<file path="config.mk">
export PLATFORM = sky130hd
export DESIGN_NAME = earliest_free_worker_scheduler_unit
export DESIGN_NICKNAME = d
export VERILOG_FILES = /design/src/hdl/efws_pkg.sv /design/src/hdl/efws_cell.sv /design/src/hdl/earliest_free_worker_scheduler_unit.sv
export SDC_FILE = /design/constraint.sdc
export NUM_CORES = 2
export LEC_CHECK = 0
export BUFFER_PORTS_ARGS = -buffer_cell sky130_fd_sc_hd__buf_4
export CAP_MARGIN = 0
export CORE_MARGIN = 10
export CORE_UTILIZATION = 25
export CTS_BUF_LIST = sky130_fd_sc_hd__clkbuf_4
export DETAILED_ROUTE_END_ITERATION = 12
export GPL_TIMING_DRIVEN = 0
export PLACE_DENSITY = 0.5
export SETUP_SLACK_MARGIN = 0.4
export SLEW_MARGIN = 20
export SYNTH_ARGS = -nofsm -noshare
export SYNTH_HDL_FRONTEND = slang
export SYNTH_SLANG_ARGS = --single-unit
export TNS_END_PERCENT = 100
</file>
<file path="constraint.sdc">
create_clock -name clk -period 10.42 [get_ports clk]
set_clock_uncertainty 0.1 [all_clocks]
set_input_delay 2.605 -clock clk [delete_from_list [all_inputs] [get_ports clk]]
set_output_delay 2.605 -clock clk [all_outputs]
set_load 0.05 [all_outputs]
</file>
<file path="src/hdl/efws_pkg.sv">
// Shared constants and types for the earliest free worker scheduler.
package efws_pkg;

  localparam int TIME_W = 63;
  localparam int DUR_W = 32;
  localparam int CNT_W = 5;
  localparam int OUT_IDX_W = 4;
  localparam int DEF_MAX_WORKERS = 16;

  localparam logic [TIME_W-1:0] TIME_MAX = {TIME_W{1'b1}};
  localparam logic [CNT_W-1:0] COUNT_RESET = CNT_W'(1);

  typedef struct packed {
    logic clear;
    logic advance;
  } cell_ctrl_t;

endpackage

</file>
<file path="src/hdl/efws_cell.sv">
// One slot of the sorted worker queue, ordered by free time and then index.
module efws_cell #(
  parameter int IDX_W = 4,
  parameter int INDEX = 0
) (
  input  logic                         clk,
  input  logic                         rst,
  input  efws_pkg::cell_ctrl_t         ctrl,
  input  logic                         active,
  input  logic [efws_pkg::TIME_W-1:0]  ins_time,
  input  logic [IDX_W-1:0]             ins_idx,
  input  logic                         next_lt,
  input  logic [efws_pkg::TIME_W-1:0]  next_time,
  input  logic [IDX_W-1:0]             next_idx,
  output logic [efws_pkg::TIME_W-1:0]  key_time,
  output logic [IDX_W-1:0]             key_idx,
  output logic                         lt
);
  import efws_pkg::*;

  localparam bit FIRST = (INDEX == 0);

  assign lt = active && ((key_time < ins_time) ||
                         ((key_time == ins_time) && (key_idx < ins_idx)));

  always_ff @(posedge clk) begin
    if (rst || ctrl.clear) begin
      key_time <= '0;
      key_idx  <= IDX_W'(INDEX);
    end else if (ctrl.advance && active) begin
      if (next_lt) begin
        key_time <= next_time;
        key_idx  <= next_idx;
      end else if (lt || FIRST) begin
        key_time <= ins_time;
        key_idx  <= ins_idx;
      end
    end
  end

endmodule

</file>
<file path="src/hdl/earliest_free_worker_scheduler_unit.sv">
// Top level of the earliest free worker scheduler built on a sorted cell row.
// The result register loads at the edge that accepts the item.
// Throughput: one item per cycle while results are taken; a result held by out_stall
// stalls the input. The saturating add on the head slot and the key compare in every
// cell of the row are both combinational and complete before the accepting edge.
// Reset: synchronous; free times clear to zero, worker count becomes one.
// A configuration write clears the free times in the same cycle.
module earliest_free_worker_scheduler_unit #(
  parameter int MAX_WORKERS = efws_pkg::DEF_MAX_WORKERS
) (
  input  logic                            clk,
  input  logic                            rst,
  input  logic                            cfg_valid,
  output logic                            cfg_ready,
  input  logic [efws_pkg::CNT_W-1:0]      cfg_data,
  input  logic                            in_valid,
  output logic                            in_stall,
  input  logic [efws_pkg::DUR_W-1:0]      job_duration,
  output logic                            out_valid,
  input  logic                            out_stall,
  output logic [efws_pkg::OUT_IDX_W-1:0]  worker_index,
  output logic [efws_pkg::TIME_W-1:0]     start_time,
  output logic                            saturated
);
  import efws_pkg::*;

  localparam int IDX_W = (MAX_WORKERS > 1) ? $clog2(MAX_WORKERS) : 1;

  logic [CNT_W-1:0]   worker_count;
  logic               in_acc;
  logic               cfg_acc;
  cell_ctrl_t         ctrl;
  logic [TIME_W:0]    sum;
  logic               sat_next;
  logic [TIME_W-1:0]  ins_time;
  logic [IDX_W-1:0]   ins_idx;

  logic [TIME_W-1:0]  cell_time [MAX_WORKERS+1];
  logic [IDX_W-1:0]   cell_idx  [MAX_WORKERS+1];
  logic               cell_lt   [MAX_WORKERS+1];
  logic [MAX_WORKERS-1:0] active;

  assign cfg_ready = 1'b1;
  assign cfg_acc   = cfg_valid && cfg_ready;
  assign in_stall  = out_valid && out_stall;
  assign in_acc    = in_valid && !in_stall;

  assign ctrl.clear   = cfg_acc;
  assign ctrl.advance = in_acc;

  assign sum      = {1'b0, cell_time[0]} + (TIME_W+1)'(job_duration);
  assign sat_next = sum[TIME_W];
  assign ins_time = sat_next ? TIME_MAX : sum[TIME_W-1:0];
  assign ins_idx  = cell_idx[0];

  assign cell_time[MAX_WORKERS] = '0;
  assign cell_idx[MAX_WORKERS]  = '0;
  assign cell_lt[MAX_WORKERS]   = 1'b0;

  for (genvar i = 0; i < MAX_WORKERS; i++) begin : g_cell
    if (i == 0) begin : g_head
      assign active[i] = 1'b1;
    end else begin : g_tail
      assign active[i] = (32'(worker_count) > i);
    end

    efws_cell #(
      .IDX_W (IDX_W),
      .INDEX (i)
    ) u_cell (
      .clk       (clk),
      .rst       (rst),
      .ctrl      (ctrl),
      .active    (active[i]),
      .ins_time  (ins_time),
      .ins_idx   (ins_idx),
      .next_lt   (cell_lt[i+1]),
      .next_time (cell_time[i+1]),
      .next_idx  (cell_idx[i+1]),
      .key_time  (cell_time[i]),
      .key_idx   (cell_idx[i]),
      .lt        (cell_lt[i])
    );
  end

  always_ff @(posedge clk) begin
    if (rst) begin
      worker_count <= COUNT_RESET;
    end else if (cfg_acc) begin
      worker_count <= cfg_data;
    end
  end

  always_ff @(posedge clk) begin
    if (rst) begin
      out_valid <= 1'b0;
    end else if (in_acc) begin
      out_valid <= 1'b1;
    end else if (!out_stall) begin
      out_valid <= 1'b0;
    end
  end

  always_ff @(posedge clk) begin
    if (in_acc) begin
      worker_index <= OUT_IDX_W'(cell_idx[0]);
      start_time   <= cell_time[0];
      saturated    <= sat_next;
    end
  end

endmodule

</file>
==> impl_metrics.toml <==
[placed_design]
gp_congestion = 0.998
post_dp_cell_area_um2 = 79000
dp_slack_ns = -2.44
hpwl_um = 331000
port_buffers = 109

[pwr]
pwr_density_cell_nw_per_um2 = 168
p_leak_nw = 34.2
power.total_mw = 14.1
ir_drop_mv = 0.0685

[yosys]
syn-cell-area_um2 = 72500
yosysSeqAreaShare = 0.326
async_reset_ff_frac = 0
synth_cells = 8599
synth.avg_cell_area_um2 = 8.44
synthDistinctLibCells = 110
synth-seq-cells = 1146
synth_edf_count = 68
synth_nets = 9664
synth_top_flop_cell = "dfxtp_1"
yosysWarningCount = 0

[worst_setup_path]
cp-end-kind = "flop"
path_cells = "buf_4 -> ha_1 -> a211oi_1 -> o21ai_0 -> a211oi_1 -> o22ai_2 -> o21ai_2 -> buf_2 -> nand2_1 -> clkinvlp_4 -> buf_2 -> buf_16 -> ha_1 -> nand4_1 -> or4_1 -> and4bb_1 -> o311a_1 -> nor4_1 -> o21ai_2 -> o21a_1 -> clkbuf_1 -> nor3_1 -> a32o_1"
required_ns = 11.46
critical_path_arrival_ns = 11.09
start_kind = "input pin"
cp_top_family = "compound AO/OA/AOI/OAI gates"
crit_buf_inv = 6
max_stage_delay_ns = 0.69
crit_type = "in2reg"
cpMaxStageDelayCell = "clkbuf_1"
crit_fanout = 13

[layout]
final_common_cell = "dfxtp_1"
nets = 10168
final_area_um2 = 84000
drive_above_1_share = 0.127
mostFrequentLayoutCells = "1,078 x dfxtp_1, 1,022 x ha_1, 1,020 x a21oi_1"
syn_to_final_growth_pct = 15.9
fin_util = 0.291

[global_route]
grt_pass1_vias = 71406
groute.usage.overall = 0.248
grt_max_degree = 43
antenna_found_initial = 33
overflow = 0
grt_pass1_wl_um = 551000

[clocking]
cts.sinks = 1146
clk_path_buf_depth = 4
cts_inserted_buffers = 349
cts_htree_levels = 5
cts_root_buffer = "clkbuf_4"
clock_latency_ns = 1.32
cts_tree = "done"
clkTransAtPathRegs_ns = 0.06

[min_path]
worstHoldPathType = "reg2reg"

[flow_run]
drv_cap = 0

[floorplanning]
die_area_um2 = 312000
fp.coreArea_um2 = 288000
fp.dieW_um = 559
rows = 197
pin_count = 113
initial_utilization = 0.252
die_h_um = 559

[detailed_routing]
drt-total-wl_um = 405000
viasPerCell = 5.60
drc = 0
vias = 73660
drt_pass1_iterations = 9
ant_nets = 0
drt_iter0_drc = 7292
wire_per_inst_um = 30.8

[sta]
fmax_mhz = 99.5
period_share = 0.964
fin_crit_ns = 10.05
relSlewSlack = 0.0731
fin_hold_ws_ns = 0.338
final_hold_viol_count = 0
setup_ws_ns = 0.372
tightest_slew_ns = 1.39
slew_viol_final = 0
setup_viol = 0
rsz0062_at_grt = "true"

[run_status]
status = "completed"
per-stage QoR:
| step | setup TNS, ns | instances |
|---|---|---|
| after floorplan | 0 | 8599 |
| final | 0 | 13154 |
| after CTS | 0 | 13133 |
| after global placement | -3259.70 | 12489 |
| after global routing | 0 | 13141 |
| after detailed placement | -1656.36 | 12525 |
final timing paths:
| path | slack, ns | cells past startpoint | endpoint | start |
|---|---|---|---|---|
| worst min-delay path | 0.34 | 0 | start_time[33]$_DFFE_PP_ | g_cell[0].u_cell.key_time[33]$_SDFFE_PP0P_ |
| worst max-delay path | 0.37 | 23 | g_cell[7].u_cell.key_time[40]$_SDFFE_PP0P_ | job_duration[20] |
| worst max register to register | 1.52 | 22 | g_cell[7].u_cell.key_time[40]$_SDFFE_PP0P_ | g_cell[0].u_cell.key_time[20]$_SDFFE_PP0P_ |
| worst min register to register | 0.34 | 0 | start_time[33]$_DFFE_PP_ | g_cell[0].u_cell.key_time[33]$_SDFFE_PP0P_ |
sequential cells by signal (all words and copies together) (netlist names):
| signal | flops |
|---|---|
| start_time | 63 |
| out_valid | 1 |
| saturated | 1 |
| worker_index | 4 |
| g_cell.u_cell.key_idx | 64 |
| g_cell.u_cell.key_time | 1008 |
| worker_count | 5 |
metal layers:
layer | part of all wire | track usage
met3 | 0.069 | 0.0406
met4 | 0.072 | 0.152
met5 | 0.00020 | 0
met1 | 0.41 | 0.305
met2 | 0.45 | 0.404
worst register-to-register path: stages (launching register included):
cell        delay, ns
dfxtp_1          0.34
ha_1             0.39
a211oi_1         0.36
o21ai_0          0.27
a211oi_1         0.49
o22ai_2          0.28
o21ai_2          0.39
buf_2            0.38
nand2_1          0.33
clkinvlp_4       0.54
buf_2            0.61
buf_16           0.24
ha_1             0.22
nand4_1          0.27
or4_1            0.61
and4bb_1         0.50
o311a_1          0.49
nor4_1           0.14
o21ai_2          0.53
o21a_1           0.28
clkbuf_1         0.69
nor3_1           0.14
a32o_1           0.25
power by group:
| group | internal (mW) | switching [mW] | leakage [nW] |
|---|---|---|---|
| registers | 4.57 | 0.158 | 9.39 |
| logic | 1.24 | 3.37 | 22.2 |
| clock network | 2.46 | 2.29 | 2.64 |
| total | 8.27 | 5.82 | 34.2 |
area by class of cell:
| type | instances | area (µm²) |
|---|---|---|
| fill | 31070 | 204000 |
| tap | 3781 | 4730 |
| timing repair buffer | 153 | 1530 |
| antenna | 16 | 40.0 |
| sequential | 1146 | 23600 |
| buffer | 611 | 2800 |
| multi-input combinational | 6719 | 46300 |
| clock buffer | 499 | 3750 |
| inverter | 123 | 502 |
| clock inverter | 106 | 722 |
cell families (layout without fill, tap and decap cells):
family          Yosys count  count (layout)  share of synthesized area
fa+ha+maj              1023            1023                      0.177
mux                     209             209                     0.0298
simple gates           2508            2508                      0.159
buf+inv                 734            1492                     0.0429
compound gates         2950            2950                      0.262
xor+xnor                 28              28                    0.00338
flops                  1146            1146                      0.326
other cells               1              17                  0.0000517
what timing repair did:
item,in CTS,in global routing
endpoints found under the setup margin,974,505
hold buffers,0,0
pin swaps,3,0
buffers inserted,3,4
resized for setup,71,54
synth_stat cells (24+ instances only):
cell / n / area, µm²
a21o_1: 92 / 691
o2bb2ai_1: 244 / 2140
clkbuf_1: 341 / 1280
and4_1: 32 / 280
and3_1: 26 / 163
edfxtp_1: 68 / 2040
o31ai_1: 24 / 180
o21a_1: 27 / 203
a211oi_1: 168 / 1260
buf_2: 182 / 911
a31oi_1: 43 / 269
a221oi_1: 34 / 298
nor4_1: 32 / 200
dfxtp_1: 1078 / 21600
nor2_1: 551 / 2070
o21ai_1: 34 / 170
a21oi_1: 1021 / 5110
o311ai_0: 30 / 263
a22o_1: 61 / 534
nor3_1: 89 / 445
a211o_1: 88 / 771
nand3_1: 414 / 2070
o21ai_0: 582 / 2910
mux2i_1: 186 / 1860
nand4_1: 224 / 1400
ha_1: 1022 / 12800
nand2_1: 957 / 3590
inv_1: 107 / 402
nand2b_1: 28 / 175
buf_1: 61 / 229
o211ai_1: 238 / 1790
Note: power is estimated with default switching activity, not from simulation.
